### config.mk
export PLATFORM = sky130hd
export DESIGN_NAME = brlp_cell
export DESIGN_NICKNAME = d
export VERILOG_FILES = /design/src/design/assert_macros.svh /design/src/design/brlp_pkg.sv /design/src/design/brlp_cell.sv
export SDC_FILE = /design/constraint.sdc
export NUM_CORES = 1
export LEC_CHECK = 0
export BUFFER_PORTS_ARGS = -buffer_cell sky130_fd_sc_hd__buf_2
export CAP_MARGIN = 10
export CORE_UTILIZATION = 42
export DETAILED_ROUTE_END_ITERATION = 10
export GPL_ROUTABILITY_DRIVEN = 1
export PLACE_DENSITY = 0.79
export SETUP_SLACK_MARGIN = 0.05
export SLEW_MARGIN = 10
export SYNTH_ARGS = -nofsm -noshare
export SYNTH_HDL_FRONTEND = slang
export SYNTH_SLANG_ARGS = --single-unit
### constraint.sdc
create_clock -name aclk -period 2.4 [get_ports aclk]
set_input_delay 0.12 -clock aclk [delete_from_list [all_inputs] [get_ports aclk]]
set_output_delay 0.12 -clock aclk [all_outputs]
set_load 0.01 [all_outputs]
### src/design/assert_macros.svh
// assertion macros used by the rtl file bounded_recency_list_push.sv
// no dependencies; define SYNTH to compile the checks away
`ifndef ASSERT_MACROS_SVH
`define ASSERT_MACROS_SVH

`ifndef SYNTH
// clocked check, switched off while reset is held
`define ASSERT_CLK(lbl, clk, rst_n, prop) \
    lbl: assert property (@(posedge clk) disable iff (!rst_n) (prop)) \
        else $error("assertion failed");
// clocked check that also holds during reset
`define ASSERT_ALWAYS(lbl, clk, prop) \
    lbl: assert property (@(posedge clk) (prop)) \
        else $error("assertion failed");
`else
`define ASSERT_CLK(lbl, clk, rst_n, prop)
`define ASSERT_ALWAYS(lbl, clk, prop)
`endif

`endif

### src/design/brlp_pkg.sv
// shared types and constants of the bounded recency list
// no dependencies
`default_nettype none

package brlp_pkg;

    localparam int CFG_W     = 5;
    localparam int CNT_OUT_W = 5;
    localparam logic [CFG_W-1:0] MAX_ENTRIES_RST = 5'd16;

    // broadcast from the sequencer to every cell
    typedef struct packed {
        logic match_en;   // compare against the pushed key
        logic shift_all;  // every cell takes its newer neighbour
        logic ins_en;     // write the pushed key at ins_pos
    } brlp_ctl_t;

endpackage

`default_nettype wire

### src/design/brlp_cell.sv
// one position of the recency list: key register, compare, close-up shift
// depends on brlp_pkg
`default_nettype none

module brlp_cell #(
    parameter int CAPACITY  = 16,
    parameter int KEY_WIDTH = 32,
    parameter int INDEX     = 0
) (
    input  wire logic                              aclk,
    input  wire brlp_pkg::brlp_ctl_t               ctl,
    input  wire logic [$clog2(CAPACITY+1)-1:0]     count_in,
    input  wire logic [$clog2(CAPACITY+1)-1:0]     ins_pos,
    input  wire logic [KEY_WIDTH-1:0]              push_key,
    input  wire logic [KEY_WIDTH-1:0]              nb_key,
    input  wire logic                              seen_in,
    output logic      [KEY_WIDTH-1:0]              key_out,
    output logic                                   seen_out
);
    import brlp_pkg::*;

    localparam int CW = $clog2(CAPACITY+1);

    logic [KEY_WIDTH-1:0] key_reg;
    logic [KEY_WIDTH-1:0] key_next;
    logic                 occupied;
    logic                 match;

    assign occupied = CW'(INDEX) < count_in;
    assign match    = ctl.match_en && occupied && (key_reg == push_key);
    // set from the matching position upwards: those cells close the gap
    assign seen_out = seen_in | match;

    always_comb begin
        if (ctl.ins_en && (ins_pos == CW'(INDEX))) begin
            key_next = push_key;
        end else if (ctl.shift_all || seen_out) begin
            key_next = nb_key;
        end else begin
            key_next = key_reg;
        end
    end

    always_ff @(posedge aclk) begin
        key_reg <= key_next;
    end

    assign key_out = key_reg;

endmodule

`default_nettype wire

==> results of run 1 <==
## where the power goes
| group | switching, uW | internal (uW) |
|---|---|---|
| Sequential | 35.2 | 678 |
| Combinational | 123 | 140 |
| Clock | 185 | 191 |
## layout by cell type, fill, tap and decap left out
master,instances
nand2b_1,1
clkinv_1,2
or4_1,1
nor4_2,1
buf_12,1
nand3b_1,1
mux2_1,32
o211ai_1,1
nor4_1,6
nand4_1,2
nand3_1,1
buf_2,111
clkbuf_8,5
nand3_2,1
nor2_1,1
xnor2_1,5
edfxtp_1,32
or4_4,1
nor3_1,1
buf_4,2
xor2_1,27
## final cells by class
class | instances | share of cell area, %
repair buffers | 114 | 24.0
multi-input cells | 82 | 31.2
well taps | 50 | 2.55
flip-flops and latches | 32 | 39.1
clock buffers | 5 | 2.80
clock inverters | 2 | 0.305
## logic make-up after synthesis
| family | after synthesis | share of synthesized area [%] |
|---|---|---|
| xor gates and xnor gates | 32 | 16.1 |
| muxes | 32 | 20.7 |
| DFF | 32 | 55.1 |
| and+or+nand+nor | 17 | 6.82 |
| buffers and inverters | 3 | 0.861 |
| AOI/OAI and AO/OA | 1 | 0.431 |
## cell usage after synthesis
| master | n | area share (%) |
|---|---|---|
| buf_2 | 3 | 0.86 |
| edfxtp_1 | 32 | 55 |
| mux2_1 | 32 | 21 |
| nand2b_1 | 1 | 0.36 |
| nand3_1 | 1 | 0.29 |
| nand3_2 | 1 | 0.57 |
| nand3b_1 | 1 | 0.43 |
| nand4_1 | 2 | 0.72 |
| nor2_1 | 1 | 0.22 |
| nor3_1 | 1 | 0.29 |
| nor4_1 | 6 | 2.2 |
| nor4_2 | 1 | 0.72 |
| o211ai_1 | 1 | 0.43 |
| or4_1 | 1 | 0.43 |
| or4_4 | 1 | 0.65 |
| xnor2_1 | 5 | 2.5 |
| xor2_1 | 27 | 14 |
## worst max path at each step
stage               slack [ps]     endpoint  depth (start not counted)
floorplan                  130   key_out[0]                          5
global placement           240  key_out[27]                          6
detailed placement         170  key_out[11]                          6
CTS                        150  key_out[23]                          6
global route                80  key_out[23]                          6
finish                     200   key_out[3]                          6
## stage by stage
step | instance area (um^2) | worst slack (ps)
finish | 2460 | 196
global route | 2460 | 84.0
CTS | 2460 | 155
detailed placement | 2380 | 174
global placement | 2380 | 236
floorplan | 1740 | 132
## per-layer routing
layer  track usage (%)  wire, um  vias to the layer above
li1                  -         -                      676
met2              31.5      1970                       60
met5                 0         0                        -
met3              6.03       254                        8
met4              7.18        69                        0
met1              21.1      1600                      628
==> out/results.ini, run 1 <==
[outcome]
status=completed

[power]
ir_drop_mv=0.336
cellLeakagePower_uw=0.00110
powerDensity_nw_per_um2=550
fin_total_pwr_uw=1350

[timing]
hold_slack_ps=128
setup_viol=0
slew_viol_final=0
worst_pin_slew_ps=441
post-route-min-period_ps=2200
slew_headroom_pct=70.6
finClkSkew_ps=4.31
max_freq_ghz=0.454
rsz0062_at_grt=false
fin_setup_tns_ps=0
hold_viol_final=0
fin_crit_sh_pct=91.9

[worst_hold_path]
min_path_cells=2
hold_class=in -> reg
hold_end=key_out[28]
hp-start=nb_key[28]

[yosys]
avgSynthCellArea_um2=14.9
ys_types=17
syn_inst=117
synth_nets=196
yosysSeqAreaShare_pct=55.1
ys_warn_count=0
syn_area_um2=1740
ys_ff_latch=32

[global_route]
grt_pass1_vias=1277
grt_usage_pct=18.4
grt-ovfl-total=0
grt_pass1_wl_um=5800
grt_max_degree=34
antenna_found_initial=0

[worst_setup_path]
critPathKind=reg -> reg
cp-end-kind=flop
cp.required_ps=2370
reg2reg_depth=6
r2r-end=key_out[3]
worstPathArrival_ps=2180
crit_slowest_cell=or4_4
timing.rr.start=key_out[2]
r2r_slack_ps=200
cp-start-kind=flop
cp_slowest_stage_delay_ps=510
critPathBufInv=1
startpoint=key_out[2]
path_cells=xor2_1 -> nor4_1 -> nand4_1 -> or4_4 -> nand3_2 -> buf_4
cp_max_fo=13
path_delay_family=simple AND/OR/NAND/NOR gates

[route]
wl_per_cell_um=13.6
antenna_left=0
drt_pre_antenna_iters=6
vias=1372
totalWireLength_um=3890
drtIter0Drc=39
drc=0
via_per_inst=4.81

[final_layout]
fin_util_pct=61.4
n_fill_cell=338
ff_latch_area_um2=961
area_growth_pct=41.0
largest_register_ffs=32
n_antenna_cell=0
drive_gt1_share_pct=51.9
nNetsFinal=314
final_cells=285
multi_input_area_um2=767

[place]
dp.cells=278
port_buffers=111
place.gp.congestion=0.702
place_hpwl_um=3050

[cts]
clk_root_buffer_cell=clkbuf_8
cts_tree=built
clock_latency_ps=280
cts_buffer_depth=2
path_clk_slew_ps=60
cts-htree-levels=2
numCtsBuffers=5
ctsResizeCount=0
cts_num_sinks=32
post-cts-setup-buffer-count=0
holdBufCountCts=0

[die]
dieArea_um2=4410
die_w_um=66.4
coreArea_um2=4000
row_count=23
die_h_um=66.4
num_io_pins=112
initial_utilization_pct=43.6

[run]
maxCapViolCount=0

Note: power is estimated with default switching activity, not from simulation.
==> run 2, diff against run 1 <==
--- a/config.mk
+++ b/config.mk
@@ -7,10 +7,10 @@
 export LEC_CHECK = 0
 export BUFFER_PORTS_ARGS = -buffer_cell sky130_fd_sc_hd__buf_2
 export CAP_MARGIN = 10
-export CORE_UTILIZATION = 42
+export CORE_UTILIZATION = 38
 export DETAILED_ROUTE_END_ITERATION = 10
 export GPL_ROUTABILITY_DRIVEN = 1
-export PLACE_DENSITY = 0.79
+export PLACE_DENSITY = 0.75
 export SETUP_SLACK_MARGIN = 0.05
 export SLEW_MARGIN = 10
 export SYNTH_ARGS = -nofsm -noshare
==> constraint.sdc (replaced) <==
create_clock -name aclk -period 1.98 [get_ports aclk]
set_input_delay 0.099 -clock aclk [delete_from_list [all_inputs] [get_ports aclk]]
set_output_delay 0.099 -clock aclk [all_outputs]
set_load 0.01 [all_outputs]
==> run 2 against run 1 <==
  * The flow now finishes with violations (setup timing)
  * Sequential power rose by 21%
  * Critical path depth did not move
  * Cell area is 4.7% higher
  * Routed wire length is 1.0% higher
  * Register-to-register slack worse by 290 ps
  * Final cell count grew 2.8%
  * Sequential share of layout area down 1.8 points
  * Count of clock-buffer cells in the layout unchanged
  * Clock power rose by 14%
  * Clock skew barely moved
  * Non-clock buffer count grew 8
  * Largest power group unchanged
==> out/results.ini, run 2 (synthesized netlist as in run 1, its figures left out) <==
[worst_setup_path]
timing.rr.start=key_out[29]
r2r-end=key_out[4]
cp-start-kind=flop
r2r_slack_ps=-100
reg2reg_depth=6
cp_max_fo=11
cp-end-kind=flop
cp.required_ps=1970
worstPathArrival_ps=2060
critPathKind=reg -> reg

[place]
port_buffers=111
dpl_cell_area_um2=2480
place.gp.congestion=0.743
place_hpwl_um=3260

[global_route]
grt_max_degree=34
grt_pass1_wl_um=6460
grt-ovfl-total=0
antenna_found_initial=0
grt_usage_pct=17.3
grt_pass1_vias=1458

[final_layout]
final_common_cell=buf_2
n_antenna_cell=0
largest_register_ffs=32
fin_util_pct=58.7
n_fill_cell=387
area_growth_pct=47.7
drive_gt1_share_pct=55.2
final_area_um2=2570
nNetsFinal=322
final_cell_mix=buf_2 (110), mux2_1 (32), edfxtp_1 (32)

[route]
drc=0
drt_pre_antenna_iters=4
totalWireLength_um=3930
antenna_left=0
wl_per_cell_um=13.4
vias=1420
drtIter0Drc=35
via_per_inst=4.85

[worst_hold_path]
hp-start=nb_key[7]
hold_class=in -> reg
hold_end=key_out[7]
min_path_cells=2

[cts]
path_clk_slew_ps=60
post-cts-setup-buffer-count=0
numCtsBuffers=5
clk_root_buffer_cell=clkbuf_8
cts_num_sinks=32
holdBufCountCts=0
clock_latency_ps=270
cts_tree=built
cts_buffer_depth=2
cts-htree-levels=2

[timing]
max_freq_ghz=0.482
post-route-min-period_ps=2080
fin_setup_tns_ps=-2830
finClkSkew_ps=3.86
slew_headroom_pct=69.9
hold_viol_final=0
setup_ws_ps=-96.2
fin_crit_sh_pct=105
rsz0062_at_grt=true
hold_slack_ps=113
worst_pin_slew_ps=451
slew_viol_final=0
setup_viol=33

[outcome]
status=complete, but fails checks
violations=setup timing

[die]
die_w_um=69.7
coreArea_um2=4380
row_count=24
initial_utilization_pct=39.8
die_h_um=69.7
num_io_pins=112
dieArea_um2=4860

[power]
powerDensity_nw_per_um2=641
ir_drop_mv=0.527
cellLeakagePower_uw=0.00115

[run]
maxCapViolCount=0

==> run 2: cell types whose count changed in the layout (fill, tap and decap cells not counted), sizes merged <==
cell / before / now
buf: 114 / 122
clkinv: 2 / 0
==> run 2: what timing repair did <==
item | CTS | global route
pin swaps | 1 | 1
gates resized for setup | 3 | 2
setup endpoints to repair | 33 | 33
==> run 2: through the flow <==
step	power, uW	instances	worst slack [ps]
2_1_floorplan	1020	117	-108
3_3_place_gp	1220	288	-111
3_5_place_dp	1230	288	-146
4_1_cts	1670	293	-143
5_1_grt	1740	293	-203
6_report	1650	293	-96.2
==> run 2: area by class of cell <==
| cell class | instances | area [um^2] | share of cell area, % |
|---|---|---|---|
| sequential | 32 | 961 | 37.3 |
| multi-input combinational | 82 | 793 | 30.8 |
| clock buffer | 5 | 68.8 | 2.67 |
| timing repair buffer | 122 | 686 | 26.6 |
| tap | 52 | 65.1 | 2.53 |
==> run 2: how the worst max path moves through the flow <==
stage,start,to,cells past startpoint
3_3_place_gp,key_out[21],key_out[8],6
5_1_grt,key_out[21],seen_out,6
2_1_floorplan,key_out[29],key_out[0],5
6_report,key_out[29],key_out[4],6
4_1_cts,key_out[29],seen_out,6
3_5_place_dp,key_out[22],key_out[16],6
==> run 2: metal layers <==
layer  vias to the layer above  GRT usage (%)  routed length [um]
met5                         -              0                   0
li1                        695              -                   -
met4                         0           7.11                  97
met3                         8           6.69                 320
met1                       647           20.0                1560
met2                        70           28.7                1950
==> run 2: worst max-delay path, cell delays in order (launching register included) <==
cell and delay (ps):
edfxtp_1 390, xor2_1 160, nor4_1 300, nand3_1 120
or4_4 510, nand3_4 160, buf_12 150
==> run 2: report_power, final <==
part,leakage (uW),internal [uW],switching [uW]
logic,0.000789,195,164
registers,0.000326,822,39.8
clock network,0.0000359,226,203
==> run 3, diff against run 2 <==
--- a/config.mk
+++ b/config.mk
@@ -12,6 +12,7 @@
 export GPL_ROUTABILITY_DRIVEN = 1
 export PLACE_DENSITY = 0.75
 export SETUP_SLACK_MARGIN = 0.05
+export SKIP_CTS_REPAIR_TIMING = 1
 export SLEW_MARGIN = 10
 export SYNTH_ARGS = -nofsm -noshare
 export SYNTH_HDL_FRONTEND = slang
==> run 3 against run 2 <==
  * The run still ends with setup timing left
  * Clock skew up 1.8 ps
  * Worst setup slack better by 2.3 ps
  * Die area unchanged
  * Critical path depth unchanged
  * Highest routed layer unchanged
==> out/results.ini, run 3 (synthesized netlist as in run 1, its figures left out) <==
[timing]
hold_slack_ps=111
fin_crit_sh_pct=105
slew_headroom_pct=70.0
rsz0062_at_grt=true
setup_viol=33
setup_ws_ps=-93.9
slew_viol_final=0
finClkSkew_ps=5.68
hold_viol_final=0
worst_pin_slew_ps=450
max_freq_ghz=0.482
post-route-min-period_ps=2070

[power]
intPower_uw=1240
ir_drop_mv=0.528
p_clk_share_pct=26.1
power_frac_seq_pct=52.2
power.switching_uw=407
cellLeakagePower_uw=0.00115
share_comb_of_total_power_pct=21.7
powerDensity_nw_per_um2=641
p_sw_share_pct=24.7

[worst_setup_path]
cp_slowest_stage_delay_ps=510
cp-end-kind=flop
cp.required_ps=1970
crit_slowest_cell=or4_4
timing.rr.start=key_out[29]
reg2reg_depth=6
cp_max_fo=11
path_cells=xor2_1 -> nor4_1 -> nand3_1 -> or4_4 -> nand3_4 -> buf_12
cp.depth=6
worstPathArrival_ps=2060
critPathBufInv=1
path_delay_family=simple AND/OR/NAND/NOR gates
critPathKind=reg -> reg
r2r-end=key_out[8]
r2r_slack_ps=-90
cp-start-kind=flop

[run]
maxCapViolCount=0

[die]
coreArea_um2=4380
row_count=24
dieArea_um2=4860
die_h_um=69.7
initial_utilization_pct=39.8
num_io_pins=112
die_w_um=69.7

[route]
antenna_left=0
drc=0
drtIter0Drc=34
wl_per_cell_um=13.3
vias=1425
via_per_inst=4.86
drt_pre_antenna_iters=4
totalWireLength_um=3910

[worst_hold_path]
hp-start=nb_key[7]
hold_class=in -> reg
hold_end=key_out[7]
min_path_cells=2

[final_layout]
n_antenna_cell=0
multi_input_area_um2=793
nNetsFinal=322
final_cell_mix=buf_2 (110), mux2_1 (32), edfxtp_1 (32)
area_growth_pct=47.7
fin_util_pct=58.7
ff_latch_area_um2=961
n_fill_cell=387
final_common_cell=buf_2
final_area_um2=2570
drive_gt1_share_pct=55.2
largest_register_ffs=32

[place]
port_buffers=111
dpl_cell_area_um2=2480
place_hpwl_um=3260
place.gp.congestion=0.743

[cts]
cts-htree-levels=2
cts_num_sinks=32
clock_latency_ps=270
numCtsBuffers=5
cts_buffer_depth=2
clk_root_buffer_cell=clkbuf_8
cts_tree=built
path_clk_slew_ps=60

[global_route]
grt_usage_pct=17.2
grt_pass1_wl_um=6440
antenna_found_initial=0
grt_pass1_vias=1453
grt-ovfl-total=0
grt_max_degree=34

[outcome]
violations=setup timing
status=complete, but fails checks

## run 3: final cells by class
class / count / area share, %
repair buffers: 122 / 26.6
multi-input cells: 82 / 30.8
flip-flops and latches: 32 / 37.3
clock buffers: 5 / 2.67
well taps: 52 / 2.53
## run 3: worst max-delay path by stage
stage / from / endpoint / slack (ps)
final: key_out[29] / key_out[8] / -90
after floorplan: key_out[29] / key_out[0] / -110
after CTS: key_out[22] / seen_out / -170
after detailed placement: key_out[22] / key_out[16] / -150
after global placement: key_out[21] / key_out[8] / -110
after global routing: key_out[21] / seen_out / -200
## run 3: power groups by stage
| stage | Combinational [uW] | Sequential [uW] | Clock [uW] |
|---|---|---|---|
| final | 358 | 862 | 430 |
| after global routing | 393 | 870 | 475 |
| after CTS | 354 | 864 | 448 |
| after detailed placement | 352 | 877 | 0 |
| after global placement | 349 | 876 | 0 |
| after floorplan | 112 | 909 | 0 |
## run 3: stage by stage
| step | power [uW] | TNS (ps) | setup WS, ps | std cells |
|---|---|---|---|---|
| floorplan | 1020 | -3460 | -108 | 117 |
| global placement | 1220 | -3360 | -111 | 288 |
| detailed placement | 1230 | -4430 | -146 | 288 |
| CTS | 1670 | -5090 | -174 | 293 |
| global route | 1740 | -6100 | -203 | 293 |
| finish | 1650 | -2740 | -93.9 | 293 |
## run 3: metal layers
metal	up-vias	GRT usage [%]	wire length, um
li1	695	-	-
met1	649	19.8	1550
met2	73	28.5	1940
met3	8	6.69	326
met4	0	7.56	91
met5	-	0	0
